### config.mk
export PLATFORM = sky130hd
export DESIGN_NAME = console_line_tokenizer
export DESIGN_NICKNAME = d
export VERILOG_FILES = /design/src/rtl/clt_pkg.sv /design/src/rtl/clt_store.sv /design/src/rtl/console_line_tokenizer.sv
export SDC_FILE = /design/constraint.sdc
export NUM_CORES = 1
export LEC_CHECK = 0
export BUFFER_PORTS_ARGS = -buffer_cell sky130_fd_sc_hd__buf_2
export CAP_MARGIN = 20
export CORE_MARGIN = 1
export CORE_UTILIZATION = 65
export CTS_BUF_LIST = sky130_fd_sc_hd__clkbuf_4
export CTS_CLUSTER_DIAMETER = 60
export DETAILED_ROUTE_END_ITERATION = 6
export GPL_ROUTABILITY_DRIVEN = 0
export PLACE_DENSITY_LB_ADDON = 0.1
export SLEW_MARGIN = 20
export SYNTH_ARGS = -nofsm -noshare
export SYNTH_HDL_FRONTEND = slang
export SYNTH_SLANG_ARGS = --single-unit
export TNS_END_PERCENT = 50
### constraint.sdc
create_clock -name clk -period 13.65 [get_ports clk]
set_input_delay 2.73 -clock clk [delete_from_list [all_inputs] [get_ports clk]]
set_output_delay 2.73 -clock clk [all_outputs]
set_load 0.05 [all_outputs]
### src/rtl/clt_pkg.sv
// Shared constants, types and helpers for the console line tokenizer.
`default_nettype none

package clt_pkg;

  localparam int TOKEN_SLOTS = 8;
  localparam int TOKEN_CHARS = 16;

  localparam int CT_W  = $clog2(TOKEN_SLOTS + 1);
  localparam int TI_W  = $clog2(TOKEN_SLOTS);
  localparam int LEN_W = $clog2(TOKEN_CHARS + 2);
  localparam int CP_W  = $clog2(TOKEN_CHARS);
  localparam int CA_W  = $clog2(TOKEN_SLOTS * TOKEN_CHARS);

  localparam int TSEL_W = 3;
  localparam int CPOS_W = 4;
  localparam int CNT_W  = 4;
  localparam int RLEN_W = 5;

  localparam logic [7:0] KEY_BACKSPACE = 8'd127;
  localparam logic [7:0] KEY_CTRL_C    = 8'd3;
  localparam logic [7:0] KEY_SPACE     = 8'd32;
  localparam logic [7:0] KEY_CR        = 8'd13;
  localparam logic [7:0] KEY_YES       = 8'd121;
  localparam logic [7:0] KEY_NO        = 8'd110;

  typedef enum logic [1:0] {
    MODE_BYTE    = 2'd0,
    MODE_ARM     = 2'd1,
    MODE_RELEASE = 2'd2,
    MODE_READ    = 2'd3
  } mode_t;

  typedef struct packed {
    logic             clear;
    logic             len_we;
    logic [TI_W-1:0]  len_tok;
    logic [LEN_W-1:0] len_data;
    logic             chr_we;
    logic [CA_W-1:0]  chr_addr;
    logic [7:0]       chr_data;
    logic [TI_W-1:0]  prev_tok;
    logic             rd_en;
    logic [TI_W-1:0]  rd_tok;
    logic [CA_W-1:0]  rd_addr;
  } store_cmd_t;

  typedef struct packed {
    logic [LEN_W-1:0] rlen;
    logic [7:0]       rchar;
    logic [LEN_W-1:0] prev_len;
  } store_rsp_t;

  typedef struct packed {
    logic              echo;
    logic [7:0]        echo_byte;
    logic              ready;
    logic [CNT_W-1:0]  cnt;
    logic              lerr;
    logic              await;
    logic              conf;
    logic              aerr;
    logic              tsel_ok;
    logic              cpos_ok;
    logic [CPOS_W-1:0] cpos;
  } s1_t;

  function automatic logic [CA_W-1:0] char_addr(input logic [TI_W-1:0] tok,
                                                input logic [CP_W-1:0] pos);
    return CA_W'(CA_W'(tok) * CA_W'(TOKEN_CHARS)) + CA_W'(pos);
  endfunction

endpackage

`default_nettype wire

### src/rtl/clt_store.sv
// Character store and token length store with registered read ports.
`default_nettype none

module clt_store
  import clt_pkg::*;
(
  input  wire logic       clk,
  input  wire logic       rst_n,
  input  wire store_cmd_t cmd,
  output store_rsp_t      rsp
);

  logic [LEN_W-1:0]       len_mem [TOKEN_SLOTS];
  logic [7:0]             chr_mem [TOKEN_SLOTS * TOKEN_CHARS];
  logic [TOKEN_SLOTS-1:0] vld_r;
  logic [LEN_W-1:0]       rlen_r;
  logic [7:0]             rchar_r;
  logic [LEN_W-1:0]       prev_r;

  always_ff @(posedge clk) begin
    if (cmd.len_we) begin
      len_mem[cmd.len_tok] <= cmd.len_data;
    end
    if (cmd.chr_we) begin
      chr_mem[cmd.chr_addr] <= cmd.chr_data;
    end
  end

  // valid bits stand in for clearing the length store
  always_ff @(posedge clk) begin
    if (!rst_n || cmd.clear) begin
      vld_r <= '0;
    end else if (cmd.len_we) begin
      vld_r[cmd.len_tok] <= 1'b1;
    end
  end

  always_ff @(posedge clk) begin
    if (cmd.rd_en) begin
      if (cmd.clear) begin
        rlen_r <= '0;
      end else if (cmd.len_we && cmd.len_tok == cmd.rd_tok) begin
        rlen_r <= cmd.len_data;
      end else if (vld_r[cmd.rd_tok]) begin
        rlen_r <= len_mem[cmd.rd_tok];
      end else begin
        rlen_r <= '0;
      end
      if (cmd.chr_we && cmd.chr_addr == cmd.rd_addr) begin
        rchar_r <= cmd.chr_data;
      end else begin
        rchar_r <= chr_mem[cmd.rd_addr];
      end
    end
  end

  always_ff @(posedge clk) begin
    if (cmd.clear) begin
      prev_r <= '0;
    end else if (cmd.len_we && cmd.len_tok == cmd.prev_tok) begin
      prev_r <= cmd.len_data;
    end else if (vld_r[cmd.prev_tok]) begin
      prev_r <= len_mem[cmd.prev_tok];
    end else begin
      prev_r <= '0;
    end
  end

  assign rsp.rlen     = rlen_r;
  assign rsp.rchar    = rchar_r;
  assign rsp.prev_len = prev_r;

endmodule

`default_nettype wire

### src/rtl/console_line_tokenizer.sv
// Top level of the console line tokenizer.
// Takes one item per clock when not stalled: a console byte or a command (arm
// confirmation, release line, read). Each item gives one result via s1 and
// out_data_r, with the line state after that item and the character and length read
// at token_sel and char_pos. Characters sit in a 128-entry store and token lengths
// in an 8-entry store, both with registered reads; the current token's length is
// also held in a register and a second length read port keeps the previous token's
// length at hand, so backspacing into it needs no stall. Ctrl-C (if not ready) and
// release clear the line at once through per-token valid bits; there is no clearing
// pass. A two-deep result path keeps input flowing while a result waits.
`default_nettype none

module console_line_tokenizer
  import clt_pkg::*;
(
  input  wire logic        clk,
  input  wire logic        rst_n,
  input  wire logic        in_tvalid,
  output logic             in_tready,
  input  wire logic [15:0] in_tdata,   // data_byte[7:0], token_sel[10:8], char_pos[14:11]
  input  wire logic [1:0]  in_tuser,   // mode[1:0]
  output logic             out_tvalid,
  input  wire logic        out_tready,
  output logic [31:0]      out_tdata   // echo_valid[0], echo_byte[8:1], line_ready[9],
                                       // token_count[13:10], length_error[14],
                                       // awaiting_confirm[15], confirmed[16],
                                       // confirm_error[17], read_char[25:18],
                                       // read_length[30:26]
);

  logic                   in_fire;
  mode_t                  mode;
  logic [7:0]             byte_in;
  logic [TSEL_W-1:0]      tsel;
  logic [CPOS_W-1:0]      cpos;
  logic                   tsel_ok;
  logic                   cpos_ok;

  logic [CT_W-1:0]        ct_r, ct_nxt;
  logic [LEN_W-1:0]       cur_len_r, cur_len_nxt;
  logic                   ready_r, ready_nxt;
  logic                   await_r, await_nxt;
  logic                   conf_r, conf_nxt;
  logic                   aerr_r, aerr_nxt;
  logic [TOKEN_SLOTS-1:0] ovf_r, ovf_nxt;
  logic                   lerr_nxt;
  logic                   clr;
  logic                   echo;
  logic                   len_wr;
  logic                   in_range;
  logic [TI_W-1:0]        cur_tok;
  logic [TI_W-1:0]        rd_tok;

  store_cmd_t             cmd;
  store_rsp_t             rsp;

  logic                   s1_vld_r;
  s1_t                    s1_r, s1_nxt;
  logic                   s1_adv;
  logic                   out_vld_r;
  logic [31:0]            out_data_r, out_nxt;
  logic [RLEN_W-1:0]      rlen_o;
  logic [7:0]             rchar_o;

  assign mode     = mode_t'(in_tuser);
  assign byte_in  = in_tdata[7:0];
  assign tsel     = in_tdata[10:8];
  assign cpos     = in_tdata[14:11];
  assign tsel_ok  = 32'(tsel) < TOKEN_SLOTS;
  assign cpos_ok  = 32'(cpos) < TOKEN_CHARS;
  assign in_fire  = in_tvalid && in_tready;
  assign in_range = ct_r < CT_W'(TOKEN_SLOTS);
  assign cur_tok  = TI_W'(ct_r);
  assign rd_tok   = tsel_ok ? TI_W'(tsel) : '0;

  clt_store u_store (
    .clk   (clk),
    .rst_n (rst_n),
    .cmd   (cmd),
    .rsp   (rsp)
  );

  always_comb begin
    ct_nxt      = ct_r;
    cur_len_nxt = cur_len_r;
    ready_nxt   = ready_r;
    await_nxt   = await_r;
    conf_nxt    = conf_r;
    aerr_nxt    = aerr_r;
    ovf_nxt     = ovf_r;
    clr         = 1'b0;
    echo        = 1'b0;
    len_wr      = 1'b0;
    cmd         = '0;
    cmd.rd_en   = in_fire;
    cmd.rd_tok  = rd_tok;
    cmd.rd_addr = char_addr(rd_tok, cpos_ok ? CP_W'(cpos) : '0);
    if (in_fire) begin
      unique case (mode)
        MODE_BYTE: begin
          if (!ready_r) begin
            if (byte_in == KEY_CTRL_C) begin
              clr = 1'b1;
            end else begin
              echo = 1'b1;
              case (byte_in)
                KEY_BACKSPACE: begin
                  if (in_range && cur_len_r != '0) begin
                    cur_len_nxt = cur_len_r - 1'b1;
                    len_wr      = 1'b1;
                  end else if (ct_r != '0) begin
                    ct_nxt      = ct_r - 1'b1;
                    cur_len_nxt = rsp.prev_len;
                  end
                end
                KEY_SPACE: begin
                  if (in_range) begin
                    ct_nxt      = ct_r + 1'b1;
                    cur_len_nxt = '0;
                  end
                end
                KEY_CR: begin
                  ready_nxt = 1'b1;
                end
                default: begin
                  if (in_range) begin
                    if (cur_len_r < LEN_W'(TOKEN_CHARS)) begin
                      cmd.chr_we   = 1'b1;
                      cmd.chr_addr = char_addr(cur_tok, CP_W'(cur_len_r));
                      cmd.chr_data = byte_in;
                    end
                    if (cur_len_r <= LEN_W'(TOKEN_CHARS)) begin
                      cur_len_nxt = cur_len_r + 1'b1;
                      len_wr      = 1'b1;
                    end
                  end
                end
              endcase
            end
          end else if (await_r) begin
            echo = 1'b1;
            case (byte_in)
              KEY_YES: begin
                conf_nxt = 1'b1;
              end
              KEY_NO: begin
                conf_nxt = 1'b0;
              end
              default: begin
                aerr_nxt = 1'b1;
              end
            endcase
            await_nxt = 1'b0;
          end
        end
        MODE_ARM: begin
          aerr_nxt  = 1'b0;
          await_nxt = 1'b1;
        end
        MODE_RELEASE: begin
          clr = 1'b1;
        end
        MODE_READ: begin
        end
        default: begin
        end
      endcase
    end
    if (len_wr) begin
      cmd.len_we        = 1'b1;
      cmd.len_tok       = cur_tok;
      cmd.len_data      = cur_len_nxt;
      ovf_nxt[cur_tok]  = cur_len_nxt > LEN_W'(TOKEN_CHARS);
    end
    if (clr) begin
      ct_nxt      = '0;
      cur_len_nxt = '0;
      ready_nxt   = 1'b0;
      await_nxt   = 1'b0;
      conf_nxt    = 1'b0;
      aerr_nxt    = 1'b0;
      ovf_nxt     = '0;
      cmd.clear   = 1'b1;
    end
    cmd.prev_tok = (ct_nxt == '0) ? '0 : TI_W'(ct_nxt - 1'b1);
    lerr_nxt     = (ct_nxt >= CT_W'(TOKEN_SLOTS)) || (|ovf_nxt);

    s1_nxt.echo      = echo;
    s1_nxt.echo_byte = echo ? byte_in : '0;
    s1_nxt.ready     = ready_nxt;
    s1_nxt.cnt       = CNT_W'(ct_nxt);
    s1_nxt.lerr      = lerr_nxt;
    s1_nxt.await     = await_nxt;
    s1_nxt.conf      = conf_nxt;
    s1_nxt.aerr      = aerr_nxt;
    s1_nxt.tsel_ok   = tsel_ok;
    s1_nxt.cpos_ok   = cpos_ok;
    s1_nxt.cpos      = cpos;
  end

  always_ff @(posedge clk) begin
    if (!rst_n) begin
      ct_r      <= '0;
      cur_len_r <= '0;
      ready_r   <= 1'b0;
      await_r   <= 1'b0;
      conf_r    <= 1'b0;
      aerr_r    <= 1'b0;
      ovf_r     <= '0;
    end else begin
      ct_r      <= ct_nxt;
      cur_len_r <= cur_len_nxt;
      ready_r   <= ready_nxt;
      await_r   <= await_nxt;
      conf_r    <= conf_nxt;
      aerr_r    <= aerr_nxt;
      ovf_r     <= ovf_nxt;
    end
  end

  // store read data lands in the cycle after acceptance, alongside s1
  assign s1_adv    = s1_vld_r && (!out_vld_r || out_tready);
  assign in_tready = !s1_vld_r || s1_adv;

  always_comb begin
    rlen_o  = s1_r.tsel_ok ? RLEN_W'(rsp.rlen) : '0;
    rchar_o = (s1_r.tsel_ok && s1_r.cpos_ok && (32'(s1_r.cpos) < 32'(rsp.rlen))) ?
              rsp.rchar : '0;
    out_nxt = {1'b0, rlen_o, rchar_o, s1_r.aerr, s1_r.conf, s1_r.await, s1_r.lerr,
               s1_r.cnt, s1_r.ready, s1_r.echo_byte, s1_r.echo};
  end

  always_ff @(posedge clk) begin
    if (!rst_n) begin
      s1_vld_r  <= 1'b0;
      out_vld_r <= 1'b0;
    end else begin
      if (in_fire) begin
        s1_vld_r <= 1'b1;
      end else if (s1_adv) begin
        s1_vld_r <= 1'b0;
      end
      if (s1_adv) begin
        out_vld_r <= 1'b1;
      end else if (out_tready) begin
        out_vld_r <= 1'b0;
      end
    end
  end

  always_ff @(posedge clk) begin
    if (in_fire) begin
      s1_r <= s1_nxt;
    end
    if (s1_adv) begin
      out_data_r <= out_nxt;
    end
  end

  assign out_tvalid = out_vld_r;
  assign out_tdata  = out_data_r;

`ifndef NO_ASSERTIONS
  a_ct_range: assert property (@(posedge clk) disable iff (!rst_n)
    ct_r <= CT_W'(TOKEN_SLOTS))
    else $error("token index beyond overflow slot");

  a_ovf_slot_empty: assert property (@(posedge clk) disable iff (!rst_n)
    (ct_r == CT_W'(TOKEN_SLOTS)) |-> (cur_len_r == '0))
    else $error("overflow slot holds a length");

  a_len_sat: assert property (@(posedge clk) disable iff (!rst_n)
    cur_len_r <= LEN_W'(TOKEN_CHARS + 1))
    else $error("token length beyond saturation");

  a_read_held: assert property (@(posedge clk) disable iff (!rst_n)
    (s1_vld_r && !s1_adv) |=> ($stable(rsp.rlen) && $stable(rsp.rchar)))
    else $error("store read data lost while stage stalled");

  a_s1_room: assert property (@(posedge clk) disable iff (!rst_n)
    !s1_vld_r |-> in_tready)
    else $error("input blocked with empty stage");
`endif

endmodule

`default_nettype wire
==> results of run 1 <==
## flip-flops by register name (all words and copies together) (netlist names), 5 cells and up
register,count
u_store.len_mem,40
cur_len_r,5
u_store.prev_r,5
out_nxt,18
u_store.rchar_r,8
out_tdata,31
u_store.chr_mem,1024
u_store.vld_r,8
ovf_r,8
u_store.rlen_r,5
## per-layer routing
metal | vias to the layer above | track usage, % | wire length, µm
met2 | 1378 | 43.5 | 48000
met3 | 210 | 8.54 | 11000
li1 | 9946 | - | -
met4 | 0 | 11.4 | 3110
met1 | 11800 | 40.7 | 38200
met5 | - | 0 | 0
## Yosys cell counts (all sizes together) (4+ instances only)
master	count
nand3b	4
a41oi	4
nand2b	6
or2	6
nor2b	19
nand2	44
nor4	8
buf	41
mux4	348
inv	28
mux2i	23
a221oi	5
ha	8
o22ai	5
a21oi	36
edfxtp	1130
nand4	13
nand3	11
clkbuf	76
a31oi	5
xor2	7
and2	20
nor3	33
dfxtp	36
a211oi	4
or3	4
nor2	215
a21o	6
o21ai	20
or4	6
## layout by cell type, fill, tap and decap left out, drive strengths merged, types with 33 or more instances in the layout
cell / instances
a21oi: 36
buf: 98
clkbuf: 396
clkinv: 68
dfxtp: 36
edfxtp: 1130
inv: 36
mux4: 348
nand2: 44
nor2: 215
nor3: 33
## power by group
| group | switching (mW) | leakage [nW] | total (mW) | internal [mW] |
|---|---|---|---|---|
| logic | 0.187 | 3.81 | 0.315 | 0.128 |
| clock network | 1.30 | 2.01 | 2.69 | 1.39 |
| registers | 0.00492 | 11.0 | 3.91 | 3.91 |
## area by class of cell
cell class              instances  area share (%)
inverters                      28           0.206
flip-flops and latches       1166            68.0
repair buffers                 98            1.33
clock buffers                 396            5.83
diodes                          7          0.0343
clock inverters                81           0.775
multi-input cells             909            21.6
well taps                     940            2.31
## per-stage QoR
step                worst slack, ps  total power, mW  hold slack (ps)  util [%]  instance area (µm²)
global route                   6800             7.17              426      72.7                51000
finish                         7080             6.92              415      72.7                51000
global placement               6000             4.30              401      67.8                47500
floorplan                      5430             4.21              400         -                46200
detailed placement             5980             4.31              405      67.8                47500
CTS                            7120             6.97              415      72.6                50900
## worst max path at each step
stage                 start               endpoint  slack [ps]  cells after the start
2_1_floorplan    out_tready  u_store.chr_mem[0][0]        5430                      7
3_3_place_gp   in_tdata[11]     u_store.rchar_r[6]        6000                      8
3_5_place_dp   in_tdata[11]     u_store.rchar_r[1]        5980                      8
4_1_cts        in_tdata[11]     u_store.rchar_r[1]        7120                      8
5_1_grt        in_tdata[11]     u_store.rchar_r[6]        6800                      8
6_report        in_tdata[1]      u_store.prev_r[1]        7080                     15
## cells by family after synthesis
kind of cell	after synthesis	synth area share [%]
multiplexers	372	17.5
XOR/XNOR	8	0.152
AND/OR/NAND/NOR	400	4.03
AO/OA/AOI/OAI	120	1.85
flip-flops	1166	75.0
adder cells (fa/ha/maj)	8	0.217
other	1	0.00812
buffers and inverters	145	1.22
==> impl_metrics.csv, run 1 <==
group,metric,value,unit
clock_network,clock_path_buffers,4,
placement,portBuffers,53,
yosys,yosysTopAreaCell,"edfxtp_1",
drt,drt_iter0_markers,2714,
clock_network,holdBufCountCts,0,
yosys,synth_fp_nets,2250,
worst_hold_path,hp-class,"reg -> reg",
clock_network,clk_latency,1150,ps
layout,nNetsFinal,2537,
grt,grt_first_pass_wirelength,148000,µm
worst_hold_path,hp-start,"out_nxt[3]",
layout,drive_gt1_share,32.9,%
floorplanning,coreArea,0.0701,mm²
timing,worstMarginPinSlew,1120,ps
timing,tns,0,ps
critical_path,r2r.worst_path.cells,17,
critical_path,r2r_end,"u_store.prev_r[1]",
yosys,synth_top_area_share,73.5,%
yosys,netlist_instances,2220,
drt,drcViolationCount,0,
floorplanning,die-area,0.0721,mm²
critical_path,cp.arrival,7610,ps
layout,seq_area,0.0347,mm²
timing,finalHoldViolations,0,
critical_path,critPathCaptureType,"register",
yosys,yosys-top-cells-area,"edfxtp_1, mux4_2, nor2_1",
drt,drt-total-wl,100000,µm
yosys,synthArstFlopShare,0,%
layout,fin_cells,3625,
clock_network,tritoncts,"done",
critical_path,critPathBufInv,2,
drt,ant_nets,0,
critical_path,cp-start-kind,"primary input",
clock_network,clkTransAtPathRegs,70,ps
power_and_ir_drop,ir_drop,0.0831,mV
run,max-cap-violations,0,
layout,fillCellCount,4208,
clock_network,postCtsSetupBuffers,0,
critical_path,max_stage_delay,700,ps
worst_hold_path,hold_end,"out_tdata[3]",
critical_path,critPathRequiredTime,14690,ps
clock_network,cts-htree-levels,5,
status,status,"complete, no violations",
drt,num_vias,23300,
grt,grt_pass1_vias,23900,
critical_path,regToRegSetupSlack,7970,ps
placement,dp.cells,3139,
timing,skew,79.5,ps
timing,slew_viol_final,0,
clock_network,cts-root-buf,"clkbuf_4",
yosys,synth_area,0.0462,mm²
yosys,ys_types,75,
power_and_ir_drop,leakagePower,16.8,nW
yosys,synth_ff_type,"edfxtp_1",
layout,multi_input_area,0.0110,mm²
yosys,ys_seq_area_share,75.0,%
drt,via_per_inst,6.44,
clock_network,cts_sinks,1166,
floorplanning,die_x,269,µm
critical_path,r2r-start,"ct_r[0]",
grt,gr-usage-all-layers,28.9,%
clock_network,postCtsResizedCells,0,
layout,area_growth,10.4,%
floorplanning,rows,97,
worst_hold_path,holdPathStages,0,
critical_path,criticalPathCategory,"in -> reg",
critical_path,crit_path_frequent_cell,"nor2b_1",
placement,dp_hpwl,59800,µm
drt,wl_per_cell,27.7,µm
clock_network,cts-buffers-inserted,304,
yosys,synth_edf_count,1130,
yosys,ys_warn_count,0,
critical_path,cp_top_family,"simple AND/OR/NAND/NOR gates",
timing,min_period_over_period,48.1,%
timing,max_slew_margin,25.0,%
grt,grt_overflow,0,
timing,rsz0062_at_grt,"no",
critical_path,critPathMaxFanout,15,
timing,finalCriticalPeriod,6570,ps
critical_path,crit_path_cell_trace,"buf_2 > nor4bb_1 > a211o_1 > a211oi_4 > a41o_1 > nor2_1 > inv_1 > ha_1 > nor2b_1 > mux2i_1 > a21oi_1 > nor2b_1 > a311o_1 > or4_1 > o21ai_1",
floorplanning,ioPinCount,56,
yosys,ys_ff_latch,1166,
yosys,syn_avg_cell_area,20.8,µm²
grt,antenna_found_initial,7,
floorplanning,die_h,269,µm
critical_path,critical-path-slowest-cell,"ha_1",
timing,fmax,0.152,GHz
floorplanning,initial_core_util,65.8,%
grt,grt_start_max_net_pins,114,
timing,setup_viol,0,
power_and_ir_drop,powerDensity,136,mW/mm²
drt,first_pass_iters,6,
(Power assumes the default switching activity.)
==> run 2: changes to the inputs <==
- CORE_UTILIZATION: 65 -> 59
- clock period: 13.65 -> 6 ns (I/O delays scaled with it)
==> run 2 against run 1 <==
Against the previous run:
- hold slack lost 27 ps
- critical path depth grew 1
- largest cell class unchanged
- worst setup slack lost 6000 ps
- cell area grew 1.9%
- flip-flop and latch count did not move
- critical endpoint is now u_store.prev_r[4]
- sequential share of layout area decreased by 1.3 points
- register-to-register slack worse by 6900 ps
- highest routed layer unchanged
==> impl_metrics.csv, run 2 (synthesis results as in run 1) <==
group,metric,value,unit
floorplanning,die-area,0.0794,mm²
placement,dpl-instance-area,0.0483,mm²
timing,layout_setup_ws,1100,ps
grt,grt_first_pass_wirelength,155000,µm
placement,dp.cells,3304,
layout,fin_cells,3812,
critical_path,regToRegSetupSlack,1100,ps
drt,ant_nets,0,
floorplanning,die_h,282,µm
power_and_ir_drop,leakagePower,17.3,nW
layout,top_register,"u_store.chr_mem",
grt,grt_pass1_vias,24400,
worst_hold_path,hold_end,"s1_vld_r",
timing,setup_viol,0,
drt,via_per_inst,6.29,
placement,dp_hpwl,63400,µm
timing,finalHoldViolations,0,
placement,dp_slack,564,ps
worst_hold_path,holdPathStages,3,
critical_path,critPathMaxFanout,15,
layout,drive_gt1_share,35.2,%
clock_network,tritoncts,"done",
critical_path,crit_path_cell_trace,"inv_1 > ha_1 > nor3b_1 > o21bai_1 > nand2_1 > a41o_1 > nor2_1 > inv_1 > ha_1 > nor2b_1 > mux2i_1 > a21oi_1 > nor2b_1 > a311o_1 > nor4_1 > a21o_1",
critical_path,critPathCaptureType,"register",
grt,antenna_found_initial,7,
floorplanning,ioPinCount,56,
floorplanning,rows,102,
layout,fillCellCount,5135,
clock_network,holdBufCountCts,0,
clock_network,cts-root-buf,"clkbuf_4",
clock_network,postCtsSetupBuffers,0,
drt,first_pass_iters,5,
timing,finalCriticalPeriod,4900,ps
critical_path,r2r_end,"u_store.prev_r[4]",
clock_network,cts-buffers-inserted,306,
timing,fmax,0.204,GHz
layout,largest_register_ffs,1024,
grt,grt_start_max_net_pins,83,
clock_network,clock_path_buffers,4,
worst_hold_path,hp-class,"in -> reg",
power_and_ir_drop,finalPower,16.2,mW
layout,nNetsFinal,2602,
critical_path,critPathRequiredTime,7000,ps
run,max-cap-violations,0,
power_and_ir_drop,powerDensity,311,mW/mm²
floorplanning,initial_core_util,59.6,%
timing,max_slew_margin,25.6,%
clock_network,cts_sinks,1166,
worst_hold_path,hp-start,"in_tvalid",
layout,final_cell_mix,"edfxtp_1, clkbuf_4, mux4_2, nor2_1, buf_4",
critical_path,r2r-start,"ct_r[1]",
grt,gr-usage-all-layers,27.4,%
critical_path,cp-start-kind,"register",
layout,final_common_cell,"edfxtp_1",
floorplanning,die_x,282,µm
placement,portBuffers,53,
clock_network,cts-htree-levels,5,
drt,drt-total-wl,105000,µm
critical_path,r2r.worst_path.cells,16,
clock_network,postCtsResizedCells,0,
drt,wl_per_cell,27.4,µm
clock_network,clkTransAtPathRegs,70,ps
timing,tns,0,ps
timing,fin_hold_ws,388,ps
drt,drcViolationCount,0,
layout,fin_util,67.1,%
drt,num_vias,24000,
grt,grt_overflow,0,
critical_path,criticalPathCategory,"reg -> reg",
layout,postLayoutCellArea,0.0520,mm²
status,status,"complete, no violations",
timing,worstMarginPinSlew,1120,ps
power_and_ir_drop,ir_drop,0.233,mV
critical_path,max_stage_delay,580,ps
timing,slew_viol_final,0,
floorplanning,coreArea,0.0775,mm²
critical_path,cp.arrival,5900,ps
critical_path,crit_path_start,"ct_r[1]",
drt,drt_iter0_markers,2653,
clock_network,clk_latency,1150,ps
timing,rsz0062_at_grt,"no",
timing,skew,101,ps
critical_path,critical-path-slowest-cell,"ha_1",
timing,min_period_over_period,81.7,%
layout,area_growth,12.6,%
-- run 2: cell types whose count changed in the layout (fill, tap and decap cells not counted), sizes merged --
cell and delta:
buf +63, bufinv +3, clkbuf +29, clkinv -3, clkinvlp -1, diode -1, inv -3
-- run 2: area by class of cell --
type	instances	area [µm²]	area share [%]
Sequential cell	1166	34700	66.7
Multi-Input combinational cell	909	11000	21.2
Clock buffer	425	3190	6.14
Tap cell	1040	1300	2.50
Timing Repair Buffer	161	1270	2.45
Clock inverter	77	454	0.874
Inverter	28	105	0.202
Antenna cell	6	15.0	0.0289
-- run 2: how the worst max path moves through the flow --
stage / to
after detailed placement: u_store.chr_mem[91][1]
after floorplan: u_store.chr_mem[0][0]
after CTS: u_store.prev_r[0]
after global placement: u_store.chr_mem[91][1]
after global routing: u_store.prev_r[4]
final: u_store.prev_r[4]
-- run 2: worst max-delay path: cells and delay by family, from the launching register on --
family | cells | cell delay [ps]
compound gates | 5 | 1120
fa+ha+maj | 2 | 800
buf+inv | 2 | 360
flops | 1 | 500
mux | 1 | 490
simple gates | 6 | 1570
-- run 2: metal layers --
layer / part of all wire [%] / vias to the layer above / global-route usage (%)
li1: - / 10100 / -
met1: 40 / 12500 / 39.4
met2: 49 / 1226 / 42.6
met3: 8.9 / 147 / 6.17
met4: 1.8 / 0 / 8.14
met5: 0 / - / 0
-- run 2: where the power goes --
| part | switching (mW) | internal, mW | total [mW] |
|---|---|---|---|
| Combinational | 0.433 | 0.303 | 0.736 |
| Clock | 3.01 | 3.50 | 6.51 |
| Sequential | 0.0126 | 8.89 | 8.91 |
| Total | 3.45 | 12.7 | 16.2 |
